==> config.mk <==
export PLATFORM = sky130hd
export DESIGN_NAME = sexpr_token_lexer
export DESIGN_NICKNAME = d
export VERILOG_FILES = /design/src/rtl/sxl_pkg.sv /design/src/rtl/sxl_core.sv /design/src/rtl/sxl_outq.sv /design/src/rtl/sexpr_token_lexer.sv
export VERILOG_INCLUDE_DIRS = /design/src /design/src/rtl
export SDC_FILE = /design/constraint.sdc
export NUM_CORES = 1
export LEC_CHECK = 0
export ABC_AREA = 1
export BUFFER_PORTS_ARGS = -buffer_cell sky130_fd_sc_hd__buf_4
export CELL_PAD_IN_SITES_DETAIL_PLACEMENT = 2
export CELL_PAD_IN_SITES_GLOBAL_PLACEMENT = 2
export CORE_MARGIN = 2
export CORE_UTILIZATION = 34
export DETAILED_ROUTE_END_ITERATION = 6
export PLACE_DENSITY_LB_ADDON = 0.1
export SYNTH_ARGS = -nofsm -noshare
export SYNTH_HDL_FRONTEND = slang
export SYNTH_SLANG_ARGS = --single-unit
==> constraint.sdc <==
create_clock -name aclk -period 11.3 [get_ports aclk]
set_input_delay 2.26 -clock aclk [delete_from_list [all_inputs] [get_ports aclk]]
set_output_delay 2.26 -clock aclk [all_outputs]
set_load 0.01 [all_outputs]
==> src/rtl/sexpr_token_lexer_assert.svh <==
// Assertion helpers for the lexer top level; clock and reset names are fixed.
`ifndef SEXPR_TOKEN_LEXER_ASSERT_SVH
`define SEXPR_TOKEN_LEXER_ASSERT_SVH

// Same-cycle implication.
`define SXL_ASSERT_NOW(name, ante, cons) \
    name: assert property (@(posedge aclk) disable iff (!aresetn) (ante) |-> (cons)) \
        else $error("lexer check failed");

// Implication checked in the next cycle.
`define SXL_ASSERT_NEXT(name, ante, cons) \
    name: assert property (@(posedge aclk) disable iff (!aresetn) (ante) |=> (cons)) \
        else $error("lexer check failed");

`endif

==> src/rtl/sxl_pkg.sv <==
`default_nettype none

package sxl_pkg;

    localparam int POSITION_BITS = 16;
    localparam int OFFSET_BITS   = 32;
    localparam int LENGTH_BITS   = 16;

    typedef logic [POSITION_BITS-1:0] pos_t;
    typedef logic [OFFSET_BITS-1:0]   off_t;
    typedef logic [LENGTH_BITS-1:0]   len_t;

    localparam pos_t POS_MAX = '1;
    localparam len_t LEN_MAX = '1;

    typedef enum logic [3:0] {
        K_LPAREN = 4'd0,
        K_RPAREN = 4'd1,
        K_LBRACK = 4'd2,
        K_RBRACK = 4'd3,
        K_QUOTE  = 4'd4,
        K_STRING = 4'd5,
        K_NUMBER = 4'd6,
        K_ATOM   = 4'd7,
        K_BADCHR = 4'd8,
        K_UNTERM = 4'd9,
        K_EOF    = 4'd10
    } tok_kind_t;

    typedef enum logic [6:0] {
        M_IDLE    = 7'b0000001,
        M_COMMENT = 7'b0000010,
        M_STRING  = 7'b0000100,
        M_ESCAPE  = 7'b0001000,
        M_MINUS   = 7'b0010000,
        M_NUMBER  = 7'b0100000,
        M_ATOM    = 7'b1000000
    } lex_mode_t;

    localparam logic [7:0] CH_TAB     = 8'h09;
    localparam logic [7:0] CH_NL      = 8'h0A;
    localparam logic [7:0] CH_CR      = 8'h0D;
    localparam logic [7:0] CH_SPACE   = 8'h20;
    localparam logic [7:0] CH_DQUOTE  = 8'h22;
    localparam logic [7:0] CH_QUOTE   = 8'h27;
    localparam logic [7:0] CH_LPAREN  = 8'h28;
    localparam logic [7:0] CH_RPAREN  = 8'h29;
    localparam logic [7:0] CH_STAR    = 8'h2A;
    localparam logic [7:0] CH_PLUS    = 8'h2B;
    localparam logic [7:0] CH_MINUS   = 8'h2D;
    localparam logic [7:0] CH_DOT     = 8'h2E;
    localparam logic [7:0] CH_SLASH   = 8'h2F;
    localparam logic [7:0] CH_COLON   = 8'h3A;
    localparam logic [7:0] CH_SEMI    = 8'h3B;
    localparam logic [7:0] CH_LT      = 8'h3C;
    localparam logic [7:0] CH_EQ      = 8'h3D;
    localparam logic [7:0] CH_GT      = 8'h3E;
    localparam logic [7:0] CH_QMARK   = 8'h3F;
    localparam logic [7:0] CH_LBRACK  = 8'h5B;
    localparam logic [7:0] CH_BSLASH  = 8'h5C;
    localparam logic [7:0] CH_RBRACK  = 8'h5D;
    localparam logic [7:0] CH_UNDER   = 8'h5F;

    typedef struct packed {
        tok_kind_t  kind;
        pos_t       line;
        pos_t       column;
        off_t       offset;
        len_t       length;
        logic [7:0] bad;
        logic       last;
    } tok_rec_t;

    // Up to two token records produced by one accepted word.
    typedef struct packed {
        logic [1:0] cnt;
        tok_rec_t   rec0;
        tok_rec_t   rec1;
    } tok_pair_t;

    function automatic logic is_digit(input logic [7:0] b);
        return b inside {[8'h30:8'h39]};
    endfunction

    function automatic logic is_atom_byte(input logic [7:0] b);
        return (b inside {[8'h30:8'h39], [8'h61:8'h7A], [8'h41:8'h5A]}) ||
               (b inside {CH_UNDER, CH_PLUS, CH_MINUS, CH_STAR, CH_SLASH,
                          CH_EQ, CH_LT, CH_GT, CH_COLON, CH_QMARK});
    endfunction

endpackage

`default_nettype wire

==> src/rtl/sxl_core.sv <==
`default_nettype none

module sxl_core import sxl_pkg::*; (
    input  wire logic       aclk,
    input  wire logic       aresetn,
    input  wire logic       step,
    input  wire logic [7:0] in_byte,
    input  wire logic       is_end,
    output tok_pair_t       pair
);

    lex_mode_t mode_reg, mode_next;
    pos_t      line_reg, line_next;
    pos_t      col_reg, col_next;
    off_t      off_reg, off_next;
    pos_t      tok_line_reg, tok_line_next;
    pos_t      tok_col_reg, tok_col_next;
    off_t      tok_off_reg, tok_off_next;
    len_t      tok_len_reg, tok_len_next;

    always_comb begin
        logic      flush_v;
        tok_kind_t flush_kind;
        logic      second_v;
        tok_rec_t  second_rec;
        tok_rec_t  flush_rec;
        logic      do_begin;
        logic      adv_col;
        logic      grow;
        logic      line_inc;
        logic      col_reset;
        logic      capture;

        flush_v    = 1'b0;
        flush_kind = K_ATOM;
        second_v   = 1'b0;
        second_rec = '0;
        do_begin   = 1'b0;
        adv_col    = 1'b0;
        grow       = 1'b0;
        line_inc   = 1'b0;
        col_reset  = 1'b0;
        capture    = 1'b0;

        mode_next     = mode_reg;
        tok_line_next = tok_line_reg;
        tok_col_next  = tok_col_reg;
        tok_off_next  = tok_off_reg;
        tok_len_next  = tok_len_reg;

        second_rec.line   = line_reg;
        second_rec.column = col_reg;
        second_rec.offset = off_reg;

        if (is_end) begin
            case (mode_reg)
                M_STRING, M_ESCAPE: begin
                    flush_v    = 1'b1;
                    flush_kind = K_UNTERM;
                end
                M_MINUS, M_ATOM: begin
                    flush_v    = 1'b1;
                    flush_kind = K_ATOM;
                end
                M_NUMBER: begin
                    flush_v    = 1'b1;
                    flush_kind = K_NUMBER;
                end
                default: ;
            endcase
            mode_next         = M_IDLE;
            second_v          = 1'b1;
            second_rec.kind   = K_EOF;
            second_rec.length = '0;
        end else begin
            case (mode_reg)
                M_COMMENT: begin
                    do_begin = (in_byte == CH_NL);
                end
                M_STRING: begin
                    adv_col = 1'b1;
                    if (in_byte == CH_DQUOTE) begin
                        flush_v    = 1'b1;
                        flush_kind = K_STRING;
                        mode_next  = M_IDLE;
                    end else begin
                        grow = 1'b1;
                        if (in_byte == CH_BSLASH) mode_next = M_ESCAPE;
                    end
                end
                M_ESCAPE: begin
                    adv_col   = 1'b1;
                    grow      = 1'b1;
                    mode_next = M_STRING;
                end
                M_MINUS: begin
                    if (is_atom_byte(in_byte)) begin
                        mode_next = is_digit(in_byte) ? M_NUMBER : M_ATOM;
                        grow      = 1'b1;
                        adv_col   = 1'b1;
                    end else begin
                        flush_v    = 1'b1;
                        flush_kind = K_ATOM;
                        do_begin   = 1'b1;
                    end
                end
                M_NUMBER: begin
                    if (is_digit(in_byte) || in_byte == CH_DOT) begin
                        grow    = 1'b1;
                        adv_col = 1'b1;
                    end else begin
                        flush_v    = 1'b1;
                        flush_kind = K_NUMBER;
                        do_begin   = 1'b1;
                    end
                end
                M_ATOM: begin
                    if (is_atom_byte(in_byte)) begin
                        grow    = 1'b1;
                        adv_col = 1'b1;
                    end else begin
                        flush_v    = 1'b1;
                        flush_kind = K_ATOM;
                        do_begin   = 1'b1;
                    end
                end
                default: begin
                    do_begin = 1'b1;
                end
            endcase

            // byte seen between tokens
            if (do_begin) begin
                mode_next         = M_IDLE;
                second_rec.length = len_t'(1);
                case (in_byte) inside
                    CH_SPACE, CH_TAB, CH_CR: begin
                        adv_col = 1'b1;
                    end
                    CH_NL: begin
                        line_inc  = 1'b1;
                        col_reset = 1'b1;
                    end
                    CH_SEMI: begin
                        mode_next = M_COMMENT;
                    end
                    CH_LPAREN, CH_RPAREN, CH_LBRACK, CH_RBRACK, CH_QUOTE: begin
                        capture  = 1'b1;
                        adv_col  = 1'b1;
                        second_v = 1'b1;
                        case (in_byte)
                            CH_LPAREN: second_rec.kind = K_LPAREN;
                            CH_RPAREN: second_rec.kind = K_RPAREN;
                            CH_LBRACK: second_rec.kind = K_LBRACK;
                            CH_RBRACK: second_rec.kind = K_RBRACK;
                            default:   second_rec.kind = K_QUOTE;
                        endcase
                    end
                    CH_DQUOTE: begin
                        capture   = 1'b1;
                        adv_col   = 1'b1;
                        mode_next = M_STRING;
                    end
                    default: begin
                        capture = 1'b1;
                        adv_col = 1'b1;
                        if (is_digit(in_byte)) begin
                            mode_next = M_NUMBER;
                        end else if (in_byte == CH_MINUS) begin
                            mode_next = M_MINUS;
                        end else if (is_atom_byte(in_byte)) begin
                            mode_next = M_ATOM;
                        end else begin
                            second_v        = 1'b1;
                            second_rec.kind = K_BADCHR;
                            second_rec.bad  = in_byte;
                        end
                    end
                endcase
            end
        end

        if (capture) begin
            tok_line_next = line_reg;
            tok_col_next  = col_reg;
            if (in_byte == CH_DQUOTE) begin
                tok_off_next = off_reg + off_t'(1);
                tok_len_next = '0;
            end else begin
                tok_off_next = off_reg;
                tok_len_next = len_t'(1);
            end
        end else if (grow && tok_len_reg != LEN_MAX) begin
            tok_len_next = tok_len_reg + len_t'(1);
        end

        off_next  = is_end ? off_reg : off_reg + off_t'(1);
        line_next = (line_inc && line_reg != POS_MAX) ? line_reg + pos_t'(1) : line_reg;
        if (col_reset) begin
            col_next = pos_t'(1);
        end else if (adv_col && col_reg != POS_MAX) begin
            col_next = col_reg + pos_t'(1);
        end else begin
            col_next = col_reg;
        end

        flush_rec        = '0;
        flush_rec.kind   = flush_kind;
        flush_rec.line   = tok_line_reg;
        flush_rec.column = tok_col_reg;
        flush_rec.offset = tok_off_reg;
        flush_rec.length = tok_len_reg;

        second_rec.last = 1'b1;
        flush_rec.last  = !second_v;

        pair.cnt  = {1'b0, flush_v} + {1'b0, second_v};
        pair.rec0 = flush_v ? flush_rec : second_rec;
        pair.rec1 = second_rec;
    end

    always_ff @(posedge aclk) begin
        if (!aresetn) begin
            mode_reg     <= M_IDLE;
            line_reg     <= pos_t'(1);
            col_reg      <= pos_t'(1);
            off_reg      <= '0;
            tok_line_reg <= pos_t'(1);
            tok_col_reg  <= pos_t'(1);
            tok_off_reg  <= '0;
            tok_len_reg  <= '0;
        end else if (step) begin
            mode_reg     <= mode_next;
            line_reg     <= line_next;
            col_reg      <= col_next;
            off_reg      <= off_next;
            tok_line_reg <= tok_line_next;
            tok_col_reg  <= tok_col_next;
            tok_off_reg  <= tok_off_next;
            tok_len_reg  <= tok_len_next;
        end
    end

endmodule

`default_nettype wire

==> src/rtl/sxl_outq.sv <==
`default_nettype none

module sxl_outq import sxl_pkg::*; (
    input  wire logic      aclk,
    input  wire logic      aresetn,
    input  wire logic      push,
    input  wire tok_pair_t pair,
    output logic           room,
    output logic           m_valid,
    input  wire logic      m_ready,
    output tok_rec_t       head
);

    // Three-entry shift queue; entry 0 drives the output port.
    tok_rec_t   q_reg [3];
    tok_rec_t   q_next [3];
    tok_rec_t   shifted [3];
    logic [1:0] count_reg, count_next;
    logic       pop;
    logic [1:0] base;
    logic [1:0] npush;

    assign pop     = (count_reg != 2'd0) && m_ready;
    assign base    = count_reg - {1'b0, pop};
    assign npush   = push ? pair.cnt : 2'd0;
    assign room    = (count_reg <= 2'd1);
    assign m_valid = (count_reg != 2'd0);
    assign head    = q_reg[0];

    always_comb begin
        shifted[0] = pop ? q_reg[1] : q_reg[0];
        shifted[1] = pop ? q_reg[2] : q_reg[1];
        shifted[2] = q_reg[2];
        for (int i = 0; i < 3; i++) begin
            if (2'(i) < base) begin
                q_next[i] = shifted[i];
            end else if (2'(i) == base && npush != 2'd0) begin
                q_next[i] = pair.rec0;
            end else if (3'(i) == ({1'b0, base} + 3'd1) && npush == 2'd2) begin
                q_next[i] = pair.rec1;
            end else begin
                q_next[i] = q_reg[i];
            end
        end
        count_next = base + npush;
    end

    always_ff @(posedge aclk) begin
        q_reg <= q_next;
    end

    always_ff @(posedge aclk) begin
        if (!aresetn) begin
            count_reg <= 2'd0;
        end else begin
            count_reg <= count_next;
        end
    end

endmodule

`default_nettype wire

==> src/rtl/sexpr_token_lexer.sv <==
// S-expression lexer: takes one text byte per word (or an end word) and sends
// token records. Each accepted word updates the registered lexer state, and its
// records go into a three-entry output queue whose head drives the m_ side, one
// record per cycle while m_ready is high. A byte is accepted every cycle as long
// as at most one record waits in that queue; a byte that both ends a number or
// atom and forms a token of its own, or an end word that closes a pending token,
// yields two records. The sustained rate is one word per cycle while m_ready is
// high and words yield at most one record, set by the output port's rate.
`default_nettype none

`include "sexpr_token_lexer_assert.svh"

module sexpr_token_lexer import sxl_pkg::*; (
    input  wire logic                     aclk,
    input  wire logic                     aresetn,
    input  wire logic                     s_valid,
    output logic                          s_ready,
    input  wire logic [7:0]               s_in_byte,
    input  wire logic                     s_is_end,
    output logic                          m_valid,
    input  wire logic                     m_ready,
    output logic [3:0]                    m_token_kind,
    output logic [POSITION_BITS-1:0]      m_start_line,
    output logic [POSITION_BITS-1:0]      m_start_column,
    output logic [OFFSET_BITS-1:0]        m_text_offset,
    output logic [LENGTH_BITS-1:0]        m_text_length,
    output logic [7:0]                    m_bad_byte,
    output logic                          m_last_of_run
);

    logic      step;
    tok_pair_t pair;
    tok_rec_t  head;

    assign step = s_valid && s_ready;

    sxl_core u_core (
        .aclk    (aclk),
        .aresetn (aresetn),
        .step    (step),
        .in_byte (s_in_byte),
        .is_end  (s_is_end),
        .pair    (pair)
    );

    sxl_outq u_outq (
        .aclk    (aclk),
        .aresetn (aresetn),
        .push    (step),
        .pair    (pair),
        .room    (s_ready),
        .m_valid (m_valid),
        .m_ready (m_ready),
        .head    (head)
    );

    assign m_token_kind   = head.kind;
    assign m_start_line   = head.line;
    assign m_start_column = head.column;
    assign m_text_offset  = head.offset;
    assign m_text_length  = head.length;
    assign m_bad_byte     = head.bad;
    assign m_last_of_run  = head.last;

    `SXL_ASSERT_NOW(a_eof_last, m_valid && m_token_kind == K_EOF, m_last_of_run)
    `SXL_ASSERT_NOW(a_bad_only_badchar, m_valid && m_token_kind != K_BADCHR, m_bad_byte == 8'd0)
    `SXL_ASSERT_NEXT(a_end_emits, s_valid && s_ready && s_is_end, m_valid)

endmodule

`default_nettype wire
==> results_dict.tcl, run 1 <==
set metrics [dict create \
    status "completed" \
    hold_violations 0 \
    synth-seq-cells 432 \
    max_clock_freq_ghz 0.127 \
    grt_pass1_vias 22200 \
    setup_violations 0 \
    clkTransAtPathRegs_ns 0.06 \
    max-vdd-ir-drop_v 0.000175 \
    antenna_found_initial 0 \
    routed_via_density 5.27 \
    syn_area_per_cell_um2 7.79 \
    drt_iter0_drc 1052 \
    cts_resized 0 \
    postCtsHoldBufs 0 \
    power_density_nw_per_um2 277 \
    cp_common_cell "buf_4" \
    fillers 7684 \
    fp.dieW_um 266 \
    grt_overflow 0 \
    initial_core_util_pct 34.5 \
    die_area_um2 70500 \
    cts_root_buf "clkbuf_16" \
    diodes 0 \
    required_ns 11.49 \
    largest_reg_flops 186 \
    vias 20200 \
    cpPeakStageDelay_ns 1.03 \
    fin_skew_ns 0.0389 \
    remaining_drc_errors 0 \
    clkLatencyLatePin_ns 0.62 \
    critical-path-top-delay-family "buffers and inverters" \
    design_area_um2 25600 \
    rsz0062_at_grt "no" \
    area_growth_syn_to_layout_pct 10.0 \
    dp_hpwl_um 50600 \
    final.setup.tns_ns 0 \
    slew_viol_final 0 \
    numCtsBuffers 53 \
    place_congestion 0.834 \
    slew_headroom_pct 15.3 \
    dr.pass1.iters 4 \
    wl_um 81700 \
    yosys_warnings 0 \
    cts.sinks 432 \
    worstMarginPinSlew_ns 1.27 \
    arrival_ns 8.04 \
    syn_area_um2 23300 \
    syn_inst 2985 \
    synth_nets 3004 \
    postRouteAntennaNets 0 \
    total_power_w 0.00708 \
    start_kind "input port" \
    core_area_um2 67400 \
    path_cells "buf_4 -> inv_2 -> nand2_2 -> nor2_4 -> nand3_1 -> buf_4 -> nor2_1 -> nor2_1 -> nand3_2 -> nand2_4 -> inv_2 -> ha_1 -> inv_1 -> nor2_1 -> nor2_2 -> nor2_4 -> buf_4 -> inv_2 -> o21ai_4 -> buf_4" \
    cp_num_cells 20 \
    htreeDepth 2 \
    slowest_stage "buf_4" \
    rows 95 \
    die_h_um 266 \
    post_cts_buffers 0 \
    drive_gt1_share_pct 9.28 \
    layout_common_cells "nand2_1, inv_1, o21ai_0" \
    holdPathStages 2 \
    grt_use_total_pct 23.3 \
    cap_violations 0 \
    cts.path.max_buffers 3 \
    ys_seq_area_share_pct 49.2 \
    p_leak_nw 11.1 \
    crit_type "input port to register" \
    fin_crit_ns 7.85 \
    hold_path_class "register to register" \
    finalCritPeriodShare_pct 69.4 \
    path_max_fanout 71 \
    final_nets 2925 \
    port_buffers 107 \
    end_kind "register" \
    final_common_cell "nand2_1" \
    io_pins 108 \
    grt_max_degree 86 \
    worst-path-buf-inv 8 \
    r2r_cells 15 \
    wl_per_cell_um 21.4 \
    grt_pass1_wl_um 129000 \
    placed_cell_area_um2 23900 \
    netlist-cell-type-count 46 \
    cts_tree "yes" \
]
-- synth_stat cells, drive strengths merged --
cell / count / area [um2]
o211ai: 7 / 57.6
and3: 1 / 6.26
nand3b: 2 / 15.0
o221ai: 1 / 8.76
nand4: 21 / 161
nor3: 53 / 297
or2: 5 / 31.3
nor2: 160 / 638
ha: 6 / 75.1
buf: 169 / 1160
nor4: 15 / 100
xor2: 59 / 517
a31oi: 3 / 18.8
a211oi: 11 / 82.6
a32o: 1 / 10.0
inv: 309 / 1160
clkbuf: 94 / 353
o22ai: 3 / 18.8
dfxtp: 153 / 3060
a21boi: 1 / 7.51
nand2: 929 / 3530
a21oi: 150 / 751
o21ai: 370 / 1850
nand3: 179 / 936
o21bai: 2 / 15.0
edfxtp: 279 / 8380
nor3b: 1 / 7.51
clkinv: 1 / 3.75
-- through the flow --
stage	cells	hold slack (ns)	util [%]	setup slack, ns
2_1_floorplan	2985	0.441	-	0.146
3_3_place_gp	3724	0.455	35.4	3.12
3_5_place_dp	3724	0.467	35.4	2.76
4_1_cts	3824	0.475	38.0	3.35
5_1_grt	3824	0.506	38.0	2.95
6_report	3824	0.474	38.0	3.45
-- final timing paths --
check,to,slack (ns),start
min reg2reg,u_core.tok_line_reg[7],0.47,u_core.tok_line_reg[7]
min,u_core.tok_line_reg[7],0.47,u_core.tok_line_reg[7]
max reg2reg,u_outq.head[76],4.84,u_outq.count_reg[1]
max,u_outq.head[76],3.45,s_in_byte[4]
-- worst register-to-register path: cells and delay by family, from the launching register on --
kind	cells	cell delay, ns
compound gates	1	0.32
fa+ha+maj	1	0.21
buf+inv	7	2.86
flops	1	0.33
simple gates	6	2.23
-- report_power, final --
| group | internal, W | leakage (nW) | switching [W] | total [W] |
|---|---|---|---|---|
| Combinational | 0.000731 | 6.43 | 0.00197 | 0.00270 |
| Clock | 0.000990 | 0.838 | 0.000704 | 0.00169 |
| Sequential | 0.00248 | 3.87 | 0.000208 | 0.00269 |
| Total | 0.00420 | 11.1 | 0.00288 | 0.00708 |
-- area by class of cell --
| class | count | area (um2) | area share (%) |
|---|---|---|---|
| inverter | 310 | 1170 | 4.57 |
| tap | 873 | 1090 | 4.27 |
| timing repair buffer | 129 | 968 | 3.79 |
| clock inverter | 18 | 143 | 0.558 |
| clock buffer | 82 | 1560 | 6.09 |
| sequential | 432 | 11400 | 44.7 |
| multi-input combinational | 1980 | 9210 | 36.0 |
-- cell families after synthesis --
| group | synth area share (%) |
|---|---|
| and+or+nand+nor | 24.6 |
| buffers and inverters | 11.5 |
| xor gates and xnor gates | 2.22 |
| DFF | 49.2 |
| AOI/OAI and AO/OA | 12.1 |
| adders and majority gates | 0.323 |
-- routing by layer --
layer	vias to the layer above	routed length [um]	track usage (%)	share of wire, %
met5	-	0	0	0
met4	0	1620	5.53	2.0
met3	109	2200	2.68	2.7
met2	255	39500	40.5	48
met1	10300	38400	30.9	47
li1	9489	-	-	-
Note: power is estimated with default switching activity, not from simulation.
==> inputs of run 2 (changes only) <==
Clock period 11.3 ns to 7 ns, I/O delays scaled along.
==> results_dict.tcl, run 2 (synthesized netlist as in run 1, its figures left out) <==
set metrics [dict create \
    status "completed" \
    cts_root_buf "clkbuf_16" \
    core_area_um2 67400 \
    dp_slack_ns 0.963 \
    cts.path.max_buffers 3 \
    hold_violations 0 \
    hold_end "u_core.tok_col_reg[8]" \
    dr.pass1.iters 6 \
    power_density_nw_per_um2 448 \
    post_cts_buffers 0 \
    r2r_cells 18 \
    r2r-end "u_outq.q_reg[173]" \
    crit_type "input port to register" \
    layout_common_cells "nand2_1, inv_1, o21ai_0" \
    postRouteAntennaNets 0 \
    worst_hold_startpoint "u_core.tok_col_reg[8]" \
    grt_pass1_wl_um 130000 \
    cts.sinks 432 \
    dp_hpwl_um 51400 \
    start_kind "input port" \
    post-route-util_pct 38.1 \
    rows 95 \
    port_buffers 107 \
    final_nets 2935 \
    cts_tree "yes" \
    reg2reg_from "u_core.mode_reg[2]" \
    htreeDepth 2 \
    cts_resized 0 \
    hold_path_class "register to register" \
    drive_gt1_share_pct 9.59 \
    clkTransAtPathRegs_ns 0.06 \
    grt_overflow 0 \
    clkLatencyLatePin_ns 0.61 \
    routed_via_density 5.27 \
    fin_crit_ns 5.44 \
    area_growth_syn_to_layout_pct 10.5 \
    postCtsHoldBufs 0 \
    fp.dieW_um 266 \
    slew_viol_final 0 \
    arrival_ns 5.77 \
    numCtsBuffers 52 \
    max-vdd-ir-drop_v 0.000238 \
    wl_um 82700 \
    dp.cells 3735 \
    required_ns 7.33 \
    wl_per_cell_um 21.6 \
    antenna_found_initial 0 \
    max_clock_freq_ghz 0.184 \
    final_common_cell "nand2_1" \
    die_area_um2 70500 \
    worstMarginPinSlew_ns 1.16 \
    largest_reg_flops 186 \
    setup_slack_ns 1.56 \
    path_max_fanout 25 \
    grt_max_degree 89 \
    remaining_drc_errors 0 \
    final_cells 3833 \
    final.setup.tns_ns 0 \
    fin_skew_ns 0.0217 \
    finalCritPeriodShare_pct 77.7 \
    ff2ff_setup_slack_ns 1.99 \
    design_area_um2 25700 \
    setup_violations 0 \
    grt_use_total_pct 23.5 \
    p_leak_nw 11.2 \
    cap_violations 0 \
    slew_headroom_pct 22.6 \
    rsz0062_at_grt "no" \
    drt_iter0_drc 1143 \
    io_pins 108 \
    place_congestion 0.842 \
    holdPathStages 2 \
    grt_pass1_vias 22100 \
    diodes 0 \
    placed_cell_area_um2 24000 \
    vias 20200 \
    initial_core_util_pct 34.5 \
    fillers 7680 \
    die_h_um 266 \
    end_kind "register" \
]
run 2: cell types whose count changed in the layout (fill, tap and decap cells not counted), sizes merged:
cell,delta
clkinv,+2
inv,+2
clkinvlp,+1
buf,+11
clkbuf,-7
run 2: metrics by stage:
step           hold WS, ns  total power, W
6_report             0.476          0.0115
5_1_grt              0.495          0.0123
4_1_cts              0.478          0.0117
3_5_place_dp         0.471         0.00893
3_3_place_gp         0.453         0.00870
2_1_floorplan        0.441         0.00729
run 2: where the power goes:
group          total (W)  switching [W]  internal, W
combinational    0.00449        0.00324      0.00125
sequential       0.00434       0.000345      0.00400
clock            0.00269        0.00114      0.00155
total             0.0115        0.00472      0.00679
run 2: critical path: stages:
cell and delay [ns]:
buf_4 0.14, inv_2 0.10, nand2_1 0.08, nor2_1 0.22, nand2_2 0.12, nand2_1 0.07, nand2_1 0.06, nand2_2 0.09
inv_2 0.04, nand3_2 0.09, nand3_2 0.45, nand2_1 0.27, o21ai_0 0.13, ha_1 0.33, inv_1 0.07, nor2_1 0.07
nor2_2 0.34, nor2_4 0.06, inv_2 0.60, o221ai_4 0.58, buf_4 0.42
run 2: how the worst max path moves through the flow:
stage                       from           endpoint  slack [ns]  depth (start not counted)
floorplan           s_in_byte[3]  u_outq.q_reg[100]        0.74                         18
global placement    s_in_byte[4]  u_outq.q_reg[172]        1.20                         21
detailed placement  s_in_byte[1]  u_outq.q_reg[173]        0.96                         21
CTS                 s_in_byte[1]  u_outq.q_reg[175]        1.58                         21
global route        s_in_byte[3]  u_outq.q_reg[173]        1.23                         20
finish              s_in_byte[1]  u_outq.q_reg[173]        1.56                         21
run 2: routing by layer:
layer	GRT usage (%)	wire, um	vias up
li1	-	-	9530
met1	31.4	38700	10300
met2	41.0	40100	257
met3	2.51	2290	98
met4	5.41	1530	0
met5	0	0	-
run 2: layout make-up:
type	instances	area, um2	area share (%)
clock buffer	75	1490	5.79
clock inverter	23	176	0.687
inverter	310	1170	4.55
multi-input combinational	1980	9210	35.9
sequential	432	11400	44.5
tap	873	1090	4.25
timing repair buffer	140	1110	4.33
==> inputs of run 3 (changes only) <==
Settings changed: ABC_AREA 1 to 0, CORE_UTILIZATION 34 to 35.
Clock period 7 ns to 4.9 ns, I/O delays scaled along.
==> results_dict.tcl, run 3 <==
set metrics [dict create \
    dr.pass1.iters 5 \
    placed_cell_area_um2 22500 \
    final_cells 3113 \
    hold_path_class "register to register" \
    cts.sinks 432 \
    largest_reg_flops 186 \
    cts_tree "yes" \
    required_ns 5.31 \
    start_kind "input port" \
    fp.dieW_um 251 \
    netlist-cell-type-count 79 \
    dp.cells 3017 \
    yosys.cell_count.top_type "nand2_1" \
    setup.worst_path.end "u_outq.q_reg[138]" \
    worstMarginPinSlew_ns 1.10 \
    wl_um 71400 \
    htreeDepth 2 \
    max-vdd-ir-drop_v 0.000550 \
    slew_headroom_pct 26.6 \
    clkTransAtPathRegs_ns 0.06 \
    area_growth_syn_to_layout_pct 13.2 \
    antenna_found_initial 0 \
    fillers 6400 \
    hold_ws_ns 0.498 \
    grt_overflow 0 \
    dp_hpwl_um 44100 \
    post_cts_buffers 0 \
    core_area_um2 60200 \
    fin_crit_ns 4.14 \
    finalCritPeriodShare_pct 84.6 \
    cap_violations 0 \
    syn_area_per_cell_um2 9.05 \
    grt_pass1_wl_um 111000 \
    slew_viol_final 0 \
    end_kind "register" \
    arrival_ns 4.56 \
    postRouteAntennaNets 0 \
    total_power_w 0.0146 \
    wl_per_cell_um 23.0 \
    fin_skew_ns 0.0242 \
    cts_root_buf "clkbuf_16" \
    multi_input_area_um2 8480 \
    final_common_cell "nand2_1" \
    syn_area_um2 21300 \
    grt_pass1_vias 18400 \
    cts_resized 0 \
    final_nets 2307 \
    r2r_cells 15 \
    ys_top_cells_by_count "nand2_1, nor2_1, edfxtp_1" \
    synth-edff-count 279 \
    netlist_top_cells_area "edfxtp_1, dfxtp_1, nand2_1" \
    routed_via_density 5.47 \
    reg2reg_from "u_core.mode_reg[3]" \
    grt_max_degree 96 \
    yosys_warnings 0 \
    numCtsBuffers 51 \
    p_leak_nw 8.22 \
    async_reset_ff_share_pct 0 \
    yosysTopAreaCellShare_pct 39.3 \
    drive_gt1_share_pct 12.4 \
    path_max_fanout 47 \
    hold_violations 0 \
    regArea_um2 11400 \
    synth_nets 2372 \
    drt_iter0_drc 988 \
    io_pins 108 \
    dp_slack_ns 0.175 \
    rsz0062_at_grt "no" \
    power_density_nw_per_um2 606 \
    remaining_drc_errors 0 \
    status "completed" \
    layout_common_cells "nand2_1, nor2_1, edfxtp_1" \
    die_area_um2 62800 \
    r2r-end "u_outq.q_reg[138]" \
    ff2ff_setup_slack_ns 0.91 \
    place_congestion 0.816 \
    cts.path.max_buffers 3 \
    setup_violations 0 \
    crit_start "s_in_byte[6]" \
    port_buffers 107 \
    ys_seq_area_share_pct 53.7 \
    initial_core_util_pct 35.4 \
    grt_use_total_pct 22.6 \
    diodes 0 \
    syn_inst 2353 \
    design_area_um2 24100 \
    setup_slack_ns 0.756 \
    vias 17000 \
    max_clock_freq_ghz 0.241 \
    synth-seq-cells 432 \
    rows 90 \
    clkLatencyLatePin_ns 0.61 \
    postCtsHoldBufs 0 \
    synth-main-ff-cell "edfxtp_1" \
    crit_type "input port to register" \
    yosysTopAreaCell "edfxtp_1" \
    die_h_um 251 \
]
## run 3: cell types whose count changed after synthesis, sizes merged, moves of 25 or more
cell and delta:
nor2 +133, and2 +34, nand2 -360, a31oi +70, a21oi +53, nand3 -144, buf -28, o21ai -318
nor3 -29, a22o +28, xor2 -25, inv -288, xnor2 +66, clkbuf +45
## run 3: power by group
group | internal, W | switching (W)
Combinational | 0.00165 | 0.00350
Clock | 0.00225 | 0.00157
Sequential | 0.00531 | 0.000323
## run 3: final cells by class
type	instances	share of cell area, %
Sequential cell	432	47.4
Multi-Input combinational cell	1620	35.2
Timing Repair Buffer	162	6.08
Clock buffer	75	6.00
Tap cell	782	4.06
Clock inverter	21	0.913
Inverter	21	0.332
## run 3: cells by family (layout without fill, tap and decap cells)
family,count (synthesis),count (layout),share of synthesized area (%)
compound gates,441,441,12.7
flops,432,432,53.7
fa+ha+maj,6,6,0.352
xor+xnor,100,100,4.11
simple gates,1071,1071,21.7
buf+inv,301,279,7.26
mux,2,2,0.0940
## run 3: critical path, cell delays in order
cell and delay, ns:
buf_4 0.16, nor3b_1 0.35, a32oi_1 0.20, o32ai_4 0.26, o21ai_4 0.18, o31ai_4 0.45
inv_2 0.19, ha_4 0.34, nor2_2 0.04, nor2_1 0.13, buf_4 0.17, nand2_1 0.13
nor2_4 0.26, buf_12 0.33, nand2_1 0.11, a31oi_1 0.21
## run 3: worst min path at each step
stage                                         end  cells after the start                     from  slack [ns]
after global routing       u_core.tok_line_reg[3]                      2   u_core.tok_line_reg[3]        0.52
after CTS                  u_core.tok_col_reg[10]                      2   u_core.tok_col_reg[10]        0.50
after detailed placement   u_core.tok_col_reg[10]                      2   u_core.tok_col_reg[10]        0.49
after floorplan            u_core.tok_col_reg[10]                      2   u_core.tok_col_reg[10]        0.46
final                      u_core.tok_col_reg[10]                      2   u_core.tok_col_reg[10]        0.50
after global placement    u_core.tok_line_reg[15]                      2  u_core.tok_line_reg[15]        0.48
## run 3: metal layers
metal / global-route usage [%] / vias to the layer above / share of wire, %
li1: - / 7879 / -
met5: 0 / - / 0
met3: 2.60 / 88 / 3.2
met2: 39.5 / 252 / 49
met1: 30.0 / 8818 / 46
met4: 5.32 / 0 / 1.8
## run 3: metrics by stage
| stage | setup TNS (ns) | utilization (%) |
|---|---|---|
| after floorplan | -1.59 | - |
| after global placement | 0 | 37.3 |
| after detailed placement | 0 | 37.3 |
| after CTS | 0 | 40.0 |
| after global routing | 0 | 40.0 |
| final | 0 | 40.0 |
